### src/hdl/mlcs_pkg.sv
package mlcs_pkg;

  // command codes
  localparam logic CMD_ADD     = 1'b0;
  localparam logic CMD_REQUEST = 1'b1;

  typedef logic [1:0] status_t;

  // result status codes
  localparam status_t ST_ADDED   = 2'd0;
  localparam status_t ST_DROPPED = 2'd1;
  localparam status_t ST_GRANTED = 2'd2;
  localparam status_t ST_EMPTY   = 2'd3;

  localparam int ID_W  = 8;
  localparam int LVL_FIELD_W = 3;

  typedef logic [ID_W-1:0]        pid_t;
  typedef logic [LVL_FIELD_W-1:0] lvl_field_t;

  // decision handed from the level controller to the datapath
  typedef struct packed {
    logic    wr_en;   // push id into the store
    logic    rd_en;   // pop id from the store
    status_t status;
  } mlcs_dec_t;

endpackage

### src/hdl/mlcs_store.sv
module mlcs_store #(
  parameter int ADDR_W = 7
) (
  input  logic                 clk,
  input  logic                 wr_en,
  input  logic [ADDR_W-1:0]    wr_addr,
  input  mlcs_pkg::pid_t       wr_data,
  input  logic                 rd_en,
  input  logic [ADDR_W-1:0]    rd_addr,
  output mlcs_pkg::pid_t       rd_data
);
  import mlcs_pkg::*;

  localparam int DEPTH = 2 ** ADDR_W;

  pid_t mem [DEPTH];
  pid_t rd_data_r;

  // write port
  always_ff @(posedge clk) begin
    if (wr_en) begin
      mem[wr_addr] <= wr_data;
    end
  end

  // registered read port
  always_ff @(posedge clk) begin
    if (rd_en) begin
      rd_data_r <= mem[rd_addr];
    end
  end

  assign rd_data = rd_data_r;

endmodule

### src/hdl/mlcs_level_ctrl.sv
module mlcs_level_ctrl #(
  parameter int NUM_LEVELS  = 8,
  parameter int QUEUE_DEPTH = 16,
  parameter int LVL_W       = 3,
  parameter int PTR_W       = 4
) (
  input  logic                    clk,
  input  logic                    rst_n,
  input  logic                    item_vld,
  input  logic                    cmd,
  input  mlcs_pkg::lvl_field_t    add_level,
  output mlcs_pkg::mlcs_dec_t     dec,
  output logic [LVL_W-1:0]        lvl,
  output logic [PTR_W-1:0]        slot
);
  import mlcs_pkg::*;

  localparam int CNT_W = $clog2(QUEUE_DEPTH + 1);
  localparam int CRD_W = $clog2(NUM_LEVELS + 1);

  logic [PTR_W-1:0] head_r   [NUM_LEVELS];
  logic [PTR_W-1:0] tail_r   [NUM_LEVELS];
  logic [CNT_W-1:0] count_r  [NUM_LEVELS];
  logic [CRD_W-1:0] credit_r [NUM_LEVELS];
  logic [PTR_W-1:0] head_nxt   [NUM_LEVELS];
  logic [PTR_W-1:0] tail_nxt   [NUM_LEVELS];
  logic [CNT_W-1:0] count_nxt  [NUM_LEVELS];
  logic [CRD_W-1:0] credit_nxt [NUM_LEVELS];

  logic             in_range;
  logic [LVL_W-1:0] add_idx;
  logic             add_full;
  logic             found_cr;
  logic [LVL_W-1:0] sel_cr;
  logic             found_any;
  logic [LVL_W-1:0] sel_any;
  logic             grant;
  logic [LVL_W-1:0] sel;
  logic             do_push;
  logic             do_pop;
  logic             refill;

  function automatic logic [PTR_W-1:0] wrap_next(input logic [PTR_W-1:0] p);
    logic [PTR_W-1:0] r;
    if (p == PTR_W'(QUEUE_DEPTH - 1)) r = '0;
    else                              r = p + 1'b1;
    return r;
  endfunction

  // add path: range and full check
  assign in_range = (int'(add_level) < NUM_LEVELS);
  assign add_idx  = LVL_W'(add_level);
  assign add_full = in_range && (count_r[add_idx] == CNT_W'(QUEUE_DEPTH));

  // request path: two fixed-priority encoders, with and without credit
  always_comb begin
    found_cr  = 1'b0;
    sel_cr    = '0;
    found_any = 1'b0;
    sel_any   = '0;
    for (int i = NUM_LEVELS - 1; i >= 0; i--) begin
      if (count_r[i] != '0 && credit_r[i] != '0) begin
        found_cr = 1'b1;
        sel_cr   = LVL_W'(i);
      end
      if (count_r[i] != '0) begin
        found_any = 1'b1;
        sel_any   = LVL_W'(i);
      end
    end
  end

  assign grant   = found_cr || found_any;
  assign sel     = found_cr ? sel_cr : sel_any;
  assign refill  = item_vld && (cmd == CMD_REQUEST) && !found_cr;
  assign do_push = item_vld && (cmd == CMD_ADD) && in_range && !add_full;
  assign do_pop  = item_vld && (cmd == CMD_REQUEST) && grant;

  // decision and store address
  always_comb begin
    dec.wr_en = do_push;
    dec.rd_en = do_pop;
    if (cmd == CMD_ADD) begin
      dec.status = (in_range && !add_full) ? ST_ADDED : ST_DROPPED;
      lvl        = add_idx;
      slot       = in_range ? tail_r[add_idx] : '0;
    end else begin
      dec.status = grant ? ST_GRANTED : ST_EMPTY;
      lvl        = sel;
      slot       = head_r[sel];
    end
  end

  // per-level next state
  always_comb begin
    for (int i = 0; i < NUM_LEVELS; i++) begin
      head_nxt[i]   = head_r[i];
      tail_nxt[i]   = tail_r[i];
      count_nxt[i]  = count_r[i];
      credit_nxt[i] = refill ? CRD_W'(NUM_LEVELS - i) : credit_r[i];
      if (do_push && add_idx == LVL_W'(i)) begin
        tail_nxt[i]  = wrap_next(tail_r[i]);
        count_nxt[i] = count_r[i] + 1'b1;
      end
      if (do_pop && sel == LVL_W'(i)) begin
        head_nxt[i]   = wrap_next(head_r[i]);
        count_nxt[i]  = count_r[i] - 1'b1;
        credit_nxt[i] = refill ? CRD_W'(NUM_LEVELS - i - 1) : credit_r[i] - 1'b1;
      end
    end
  end

  always_ff @(posedge clk) begin
    if (!rst_n) begin
      for (int i = 0; i < NUM_LEVELS; i++) begin
        head_r[i]   <= '0;
        tail_r[i]   <= '0;
        count_r[i]  <= '0;
        credit_r[i] <= CRD_W'(NUM_LEVELS - i);
      end
    end else if (item_vld) begin
      for (int i = 0; i < NUM_LEVELS; i++) begin
        head_r[i]   <= head_nxt[i];
        tail_r[i]   <= tail_nxt[i];
        count_r[i]  <= count_nxt[i];
        credit_r[i] <= credit_nxt[i];
      end
    end
  end

endmodule

### src/hdl/multilevel_credit_scheduler_core.sv
// Multilevel credit scheduler: one FIFO of process ids per priority level,
// level 0 most urgent, and one credit counter per level (level i starts at
// NUM_LEVELS - i). An add word appends in_process_id to its level's FIFO or
// is dropped when that FIFO is full or the level is out of range. A request
// word grants the head of the most urgent nonempty level with credit left;
// when none has credit, all credits refill and the most urgent nonempty
// level is granted.
// Input channel: a word is taken at a clock edge with start high and busy
// low. busy is always low: one word is taken every cycle.
// Result channel: out_valid comes from the result register, which follows the
// input register, and stays high for one cycle; the result is taken while
// out_valid is high; results keep input order. The receiver cannot stall.
// Pipeline: input register, then level selection and the store access
// (one write or one registered read of the id store), then result register.
// Reset (rst_n low, synchronous) empties all FIFOs and restores all
// credits; the id store itself is not cleared and needs no sweep.
module multilevel_credit_scheduler_core #(
  parameter int NUM_LEVELS  = 8,
  parameter int QUEUE_DEPTH = 16
) (
  input  logic                 clk,
  input  logic                 rst_n,
  input  logic                 start,
  output logic                 busy,
  input  logic                 in_cmd,
  input  mlcs_pkg::pid_t       in_process_id,
  input  mlcs_pkg::lvl_field_t in_process_level,
  output logic                 out_valid,
  output mlcs_pkg::status_t    out_status,
  output mlcs_pkg::pid_t       out_granted_id,
  output mlcs_pkg::lvl_field_t out_granted_level
);
  import mlcs_pkg::*;

  localparam int LVL_W  = (NUM_LEVELS > 1) ? $clog2(NUM_LEVELS) : 1;
  localparam int PTR_W  = $clog2(QUEUE_DEPTH);
  localparam int ADDR_W = LVL_W + PTR_W;

  logic       in_vld_r;
  logic       in_cmd_r;
  pid_t       in_id_r;
  lvl_field_t in_lvl_r;

  mlcs_dec_t        dec;
  logic [LVL_W-1:0] lvl;
  logic [PTR_W-1:0] slot;
  pid_t             rd_data;

  logic       out_vld_r;
  status_t    status_r;
  lvl_field_t glvl_r;

  assign busy = 1'b0;

  // input register
  always_ff @(posedge clk) begin
    if (!rst_n) begin
      in_vld_r <= 1'b0;
    end else begin
      in_vld_r <= start && !busy;
    end
  end

  always_ff @(posedge clk) begin
    if (start && !busy) begin
      in_cmd_r <= in_cmd;
      in_id_r  <= in_process_id;
      in_lvl_r <= in_process_level;
    end
  end

  // level bookkeeping and selection
  mlcs_level_ctrl #(
    .NUM_LEVELS  (NUM_LEVELS),
    .QUEUE_DEPTH (QUEUE_DEPTH),
    .LVL_W       (LVL_W),
    .PTR_W       (PTR_W)
  ) u_ctrl (
    .clk       (clk),
    .rst_n     (rst_n),
    .item_vld  (in_vld_r),
    .cmd       (in_cmd_r),
    .add_level (in_lvl_r),
    .dec       (dec),
    .lvl       (lvl),
    .slot      (slot)
  );

  // id store, addressed by level and slot
  mlcs_store #(
    .ADDR_W (ADDR_W)
  ) u_store (
    .clk     (clk),
    .wr_en   (dec.wr_en),
    .wr_addr ({lvl, slot}),
    .wr_data (in_id_r),
    .rd_en   (dec.rd_en),
    .rd_addr ({lvl, slot}),
    .rd_data (rd_data)
  );

  // result register
  always_ff @(posedge clk) begin
    if (!rst_n) begin
      out_vld_r <= 1'b0;
    end else begin
      out_vld_r <= in_vld_r;
    end
  end

  always_ff @(posedge clk) begin
    if (in_vld_r) begin
      status_r <= dec.status;
      glvl_r   <= (dec.status == ST_GRANTED) ? LVL_FIELD_W'(lvl) : '0;
    end
  end

  assign out_valid         = out_vld_r;
  assign out_status        = status_r;
  assign out_granted_level = glvl_r;
  assign out_granted_id    = (status_r == ST_GRANTED) ? rd_data : '0;

endmodule
### config.mk
export PLATFORM = sky130hd
export DESIGN_NAME = multilevel_credit_scheduler_core
export DESIGN_NICKNAME = d
export VERILOG_FILES = /design/src/hdl/mlcs_pkg.sv /design/src/hdl/mlcs_store.sv /design/src/hdl/mlcs_level_ctrl.sv /design/src/hdl/multilevel_credit_scheduler_core.sv
export SDC_FILE = /design/constraint.sdc
export NUM_CORES = 1
export LEC_CHECK = 0
export ABC_CLOCK_PERIOD_IN_PS = 5450
export BUFFER_PORTS_ARGS = -buffer_cell sky130_fd_sc_hd__buf_2
export CAP_MARGIN = 20
export CORE_MARGIN = 8
export CORE_UTILIZATION = 31
export DETAILED_ROUTE_END_ITERATION = 10
export SLEW_MARGIN = 30
export SYNTH_ARGS = -nofsm -noshare
export SYNTH_HDL_FRONTEND = slang
export SYNTH_HIERARCHICAL = 1
export SYNTH_SLANG_ARGS = --single-unit
### constraint.sdc
create_clock -name clk -period 5.45 [get_ports clk]
set_input_delay 0.545 -clock clk [delete_from_list [all_inputs] [get_ports clk]]
set_output_delay 0.545 -clock clk [all_outputs]
set_load 0.02 [all_outputs]
---- After elaboration in Yosys (flattened, before gate mapping) ----
Memories as Yosys holds them, arrays and structs flattened. A register that Yosys moved wholly into a read port is not among the register bits.
Cells that the tools add are included.
cells by class
  multiplexer cells ....................... 151
  multiply operators ...................... 0
  $add $sub $neg .......................... 40
  bitwise logic cells ..................... 33
  divide/modulo/power cells ............... 0
  shift-type cells ........................ 0
  $lt $le $gt $ge ......................... 0
  reductions and logical operators ........ 50
  equality and inequality tests ........... 33
operators with widths
  kind                   count
  $mux W4                81
  $mux W5                24
  $add A4 B1 Y4 const B  16
  $eq A4 B4 Y1 const B   16
  $mux W3                20
  $add A5 B1 Y5 const B  8
  $reduce_bool A5 Y1     8
  $sub A5 B1 Y5 const B  8
  $or A1 B1 Y1           32
  $reduce_bool A4 Y1     8
  $sub A4 B1 Y4 const B  8
  $logic_and A1 B1 Y1    29
  $eq A3 B3 Y1 const B   8
  $mux W1                24
  $eq A3 B2 Y1 const B   4
  $mux W8                1
  $eq A3 B1 Y1 const B   2
  $logic_not A3 Y1       2
  $eq A5 B5 Y1 const B   1
  $eq A2 B2 Y1 const B   2
  $logic_not A1 Y1       2
  $mux W2                1
  $logic_or A1 B1 Y1     1
  $not A1 Y1             1
word-level totals
  bits in latches ......................... 0
  memory bits (read-only) ................. 0
  logic and storage cells ................. 319
  memories ................................ 5
  bits in writable memories ............... 1,160
  bits of input ports ..................... 15
  register bits ........................... 19
memories
  name             depth  bits a word  read ports  clocked after memory_dff  write ports  line                   text
  u_store.mem      128    8            1           1                         1            mlcs_store.sv:16       pid_t mem [DEPTH];
  u_ctrl.count_r   8      5            9           1                         8            mlcs_level_ctrl.sv:23  logic [CNT_W-1:0] count_r [NUM_LEVELS];
  u_ctrl.credit_r  8      4            8           0                         8            mlcs_level_ctrl.sv:24  logic [CRD_W-1:0] credit_r [NUM_LEVELS];
  u_ctrl.head_r    8      4            9           0                         8            mlcs_level_ctrl.sv:21  logic [PTR_W-1:0] head_r [NUM_LEVELS];
  u_ctrl.tail_r    8      4            9           1                         8            mlcs_level_ctrl.sv:22  logic [PTR_W-1:0] tail_r [NUM_LEVELS];

---- Logic depth before layout (Yosys ltp) ----
An unclocked memory read counts as a cell.
  word-level depth ........................ 16
  gate-level depth with buffers ........... 20

---- Hierarchy ----
Netlist, hierarchy kept.
modules (own cells, without submodules)
  module                            sequential area each (um^2)  times used  cells an instance  area each (um^2)
  mlcs_store                        30,989.7                     1           1,635              39,745.6
  mlcs_level_ctrl                   4,083.9                      1           808                8,535.7
  multilevel_credit_scheduler_core  550.5                        1           34                 670.6

---- Least setup slack after synthesis ----
OpenSTA, ideal clock, no wires.
  path kind ............................... register -> register
  start ................................... memory u_ctrl/count_r[6][1] in the netlist's numbering
  end ..................................... register u_store.rd_data_r[0], in the netlist u_store/rd_data[0], read port of u_store.mem, data pin
  clock period less this slack ............ 5.379 ns
  stages on the path, launching flop included .. 19
  required time ........................... 5.190 ns
  setup time .............................. 0.260 ns
  path slack .............................. 0.071 ns
  path buffers ............................ 5
  data arrival time ....................... 5.119 ns
  cells stage by stage .................... edfxtp_1 -> or4_1 -> clkbuf_1 -> o22a_1 -> o211a_1 -> o21ai_2 -> nand2_1 -> nand2_1 -> buf_6 -> buf_4 -> mux2i_1 -> a22oi_1 -> a31o_2 -> clkbuf_1 -> buf_1 -> mux4_2 -> mux4_2 -> mux4_2 -> mux2_2
RTL lines
  element             line                   text
  start: declaration  mlcs_level_ctrl.sv:23
  end: declaration    mlcs_store.sv:17       pid_t rd_data_r;

==> results.json <==
{
  "min_delay_path_depth": 1,
  "core.rowCount": 146,
  "power.sequential.fraction_pct": 47.7,
  "worstHoldPathType": "input pin to register",
  "clock-root-buffer": "sky130_fd_sc_hd__clkbuf_16",
  "place.port_buffers": 28,
  "layout_commonest_cell": "sky130_fd_sc_hd__edfxtp_1",
  "static-leakage-power_nw": 19.2,
  "grt_setup_unrepaired": "true",
  "detail_route.drc_violations": 0,
  "cap_violations": 0,
  "area_growth_syn_to_layout_pct": 20.3,
  "run_status": "finished clean",
  "seq_area_frac_synth_pct": 72.8,
  "grt_use_total_pct": 13.8,
  "swShare_pct": 23.5,
  "timing.critical_path.arrival_ns": 5.88,
  "number_of_synthesized_register_bits": 1187,
  "post_synthesis_area_per_instance_um2": 19.8,
  "final-setup-viol-count": 0,
  "core_area_mm2": 0.158,
  "final_design_area_no_fill_mm2": 0.0589,
  "cts-root-to-sink-buffers": 3,
  "relSlewSlack_pct": 33.8,
  "antenna_violations_before_repair": 4,
  "kind_of_critical_path": "register to register",
  "period_minus_slack_ns": 5.38,
  "num_io_pins": 30,
  "cts_htree_levels": 4,
  "route.antenna.remaining_nets": 0,
  "internal-power_mw": 16.5,
  "worstReg2RegStart": "u_ctrl/count_r[6][3]$_SDFFCE_PN0P_",
  "grt_pass1_vias": 25900,
  "post_synth_instance_area_mm2": 0.0490,
  "synth-main-ff-cell": "sky130_fd_sc_hd__edfxtp_1",
  "min_to": "in_cmd_r$_DFFE_PP_",
  "maximum_number_of_pins_on_one_net_before_global_route_repair": 89,
  "path_max_fanout": 9,
  "layout.core_utilization_pct": 37.4,
  "r2r_setup_slack_ns": 0.07,
  "min-delay-start": "start",
  "rd_place_congestion": 0.803,
  "hpwl_um": 76700,
  "routed_wire_length_um": 120000,
  "yosysUniqueCellTypes": 67,
  "initial_utilization_pct": 31.1,
  "layout.cells.most_common_list": "sky130_fd_sc_hd__edfxtp_1, sky130_fd_sc_hd__mux4_2, sky130_fd_sc_hd__buf_4",
  "chipHeight_um": 413,
  "cts_made_buffers": 130,
  "globalRoute.totalOverflow": 0,
  "dr_total_vias": 25300,
  "synth-edff-count": 1185,
  "power_switching_mw": 5.07,
  "pwr-share-comb_pct": 11.7,
  "worst_skew_pair.late_latency_ns": 0.76,
  "grt_first_pass_wirelength_um": 177000,
  "fraction_of_registers_with_async_set_reset_pct": 0,
  "worstMarginPinSlew_ns": 0.989,
  "routed_length_per_placed_instance_um": 23.9,
  "fp.dieW_um": 413,
  "cp-start-kind": "register",
  "firstDrtPassIters": 5,
  "timing.final.max_slew_violations": 0,
  "design.final.nets": 2916,
  "die-area_mm2": 0.171,
  "setup-tns-final_ns": 0,
  "clock-sinks": 1187,
  "power.density_cell_area_mw_per_mm2": 366,
  "viasPerCell": 5.03,
  "post_dp_cell_area_mm2": 0.0538,
  "cts_tree": "built",
  "max_ir_drop_vdd_mv": 0.209,
  "layout-drive-gt1-share_pct": 31.8,
  "clkPwrFrac_pct": 40.6,
  "fmax_ghz": 0.186,
  "timing.final.hold_violations": 0,
  "synth.net_count": 2544,
  "synth_cells": 2477,
  "finalClockSkew_ns": 0.0431,
  "destination_of_the_worst_register_to_register_timing_path": "u_store/rd_data[5]$_DFFE_PP_",
  "ys.warnings.count": 6,
  "worstSetupEndpointType": "register",
  "reg2regPathDepth": 14,
  "report.power.total_mw": 21.6,
  "worst_setup_hold_path_clk_slew_ns": 0.06,
  "required_ns": 5.95,
  "post-route-period-util_pct": 98.7,
  "first_iter_violations": 2558
}
## synth_stat cells (3+ instances only)
library cell	instances	area, um2
sky130_fd_sc_hd__a21o_1	15	113
sky130_fd_sc_hd__nor2_1	200	751
sky130_fd_sc_hd__ha_1	46	576
sky130_fd_sc_hd__nand2b_1	20	125
sky130_fd_sc_hd__mux4_2	344	7750
sky130_fd_sc_hd__nor3b_1	3	22.5
sky130_fd_sc_hd__clkbuf_1	68	255
sky130_fd_sc_hd__a311oi_1	12	105
sky130_fd_sc_hd__buf_4	18	135
sky130_fd_sc_hd__o21ai_0	24	120
sky130_fd_sc_hd__mux2i_1	16	160
sky130_fd_sc_hd__a31o_2	3	26.3
sky130_fd_sc_hd__nand3_1	29	145
sky130_fd_sc_hd__nand2_1	87	327
sky130_fd_sc_hd__inv_1	51	191
sky130_fd_sc_hd__edfxtp_1	1185	35600
sky130_fd_sc_hd__and2_1	11	68.8
sky130_fd_sc_hd__nor3_1	20	100
sky130_fd_sc_hd__nand4b_1	16	140
sky130_fd_sc_hd__a21oi_1	59	295
sky130_fd_sc_hd__a211oi_1	5	37.5
sky130_fd_sc_hd__mux2_2	10	113
sky130_fd_sc_hd__xor2_1	15	131
sky130_fd_sc_hd__buf_2	16	80.1
sky130_fd_sc_hd__fa_1	6	120
sky130_fd_sc_hd__xnor2_1	43	377
sky130_fd_sc_hd__and3_1	13	81.3
sky130_fd_sc_hd__or4_1	10	75.1
sky130_fd_sc_hd__a31oi_1	15	93.8
sky130_fd_sc_hd__buf_1	19	71.3
sky130_fd_sc_hd__o32ai_1	3	26.3
sky130_fd_sc_hd__o22ai_1	3	18.8
sky130_fd_sc_hd__nor4_1	6	37.5
sky130_fd_sc_hd__a22oi_1	7	52.6
sky130_fd_sc_hd__or3_1	3	18.8
sky130_fd_sc_hd__o211ai_1	12	90.1
sky130_fd_sc_hd__nand4_1	8	50.1
sky130_fd_sc_hd__nor2b_1	8	50.1
sky130_fd_sc_hd__o21bai_1	3	22.5
sky130_fd_sc_hd__and3b_1	11	96.3
## worst max-delay path, cell delays in order, from the launching register on
cell                        delay [ns]
sky130_fd_sc_hd__edfxtp_1         0.40
sky130_fd_sc_hd__or4_4            0.61
sky130_fd_sc_hd__or4_1            0.53
sky130_fd_sc_hd__o211ai_1         0.27
sky130_fd_sc_hd__a21o_1           0.28
sky130_fd_sc_hd__nor2_2           0.09
sky130_fd_sc_hd__a22oi_2          0.21
sky130_fd_sc_hd__a31o_4           0.32
sky130_fd_sc_hd__buf_12           0.14
sky130_fd_sc_hd__clkbuf_16        0.16
sky130_fd_sc_hd__buf_12           0.15
sky130_fd_sc_hd__mux4_2           0.55
sky130_fd_sc_hd__mux4_2           0.57
sky130_fd_sc_hd__mux4_2           0.54
sky130_fd_sc_hd__mux2_2           0.29
## power by group through the flow
stage | Combinational (mW) | Clock [mW] | Sequential, mW
2_1_floorplan | 1.37 | 0 | 10.5
3_3_place_gp | 2.41 | 0 | 10.5
3_5_place_dp | 2.42 | 0 | 10.5
4_1_cts | 2.46 | 8.96 | 10.3
5_1_grt | 2.68 | 9.29 | 10.3
6_report | 2.53 | 8.76 | 10.3
## repair_timing
| action | in CTS | in global routing |
|---|---|---|
| resized for setup | 8 | 44 |
| hold endpoints to repair | 12 | 0 |
| cloned | 1 | 8 |
| setup buffers | 1 | 21 |
| endpoints found under the setup margin | 7 | 8 |
| pin swaps | 2 | 19 |
| hold buffers | 12 | 0 |
## worst max path at each step
stage | slack, ns | to | from | depth (start not counted)
6_report | 0.07 | u_store/rd_data[5]$_DFFE_PP_ | u_ctrl/count_r[6][3]$_SDFFCE_PN0P_ | 14
5_1_grt | -0.05 | u_store/rd_data[5]$_DFFE_PP_ | u_ctrl/count_r[5][0]$_SDFFCE_PN0P_ | 17
4_1_cts | 0.01 | u_store/rd_data[5]$_DFFE_PP_ | u_ctrl/count_r[1][0]$_SDFFCE_PN0P_ | 17
3_5_place_dp | -0.06 | u_store/rd_data[5]$_DFFE_PP_ | u_ctrl/count_r[6][1]$_SDFFCE_PN0P_ | 16
3_3_place_gp | -0.08 | u_store/rd_data[7]$_DFFE_PP_ | u_ctrl/count_r[5][1]$_SDFFCE_PN0P_ | 17
2_1_floorplan | 0.07 | u_store/rd_data[0]$_DFFE_PP_ | u_ctrl/count_r[6][1]$_SDFFCE_PN0P_ | 18
## cell type report
cell class,instances,area (um2)
inverters,54,203
well taps,2072,2590
flip-flops and latches,1187,35600
fillers,14300,98700
clock buffers,153,3380
clock inverters,82,888
multi-input cells,1113,12800
repair buffers,363,3420
diodes,2,5.00
## flip-flops by register name, summed over array words and instances (netlist names), 2 cells and up
signal and cells:
u_ctrl/head_r 32, in_lvl_r 3, u_store/mem 1024, u_ctrl/count_r 40
out_granted_level 3, u_store/rd_data 8, in_id_r 8, u_ctrl/tail_r 32
u_ctrl/credit_r 32, out_status 2
## routing by layer
metal | wire length [um] | part of all wire (%) | up-vias | global-route usage, %
met4 | 2560 | 2.1 | 2 | 4.10
met5 | 16 | 0.013 | - | 0
met2 | 59200 | 49 | 813 | 22.9
met1 | 50700 | 42 | 13400 | 18.6
li1 | - | - | 10900 | -
met3 | 7490 | 6.2 | 163 | 2.54
## kinds of logic after synthesis
group                    count (synthesis)  share of synthesized area [%]
multiplexers                           370                           16.4
adder cells (fa/ha/maj)                 52                           1.42
XOR/XNOR                                58                           1.04
AO/OA/AOI/OAI                          178                           2.35
AND/OR/NAND/NOR                        454                           4.46
flip-flops                            1187                           72.8
other                                    1                        0.00766
buffers and inverters                  177                           1.57
## through the flow
step                hold WS [ns]  cells  setup WS [ns]
floorplan                  0.530   2477         0.0712
global placement           0.580   4747        -0.0836
detailed placement         0.591   4747        -0.0647
CTS                        0.132   4996        0.00962
global route               0.163   5025        -0.0466
finish                     0.190   5026         0.0716
No activity file was read; power rests on OpenSTA's default activity.
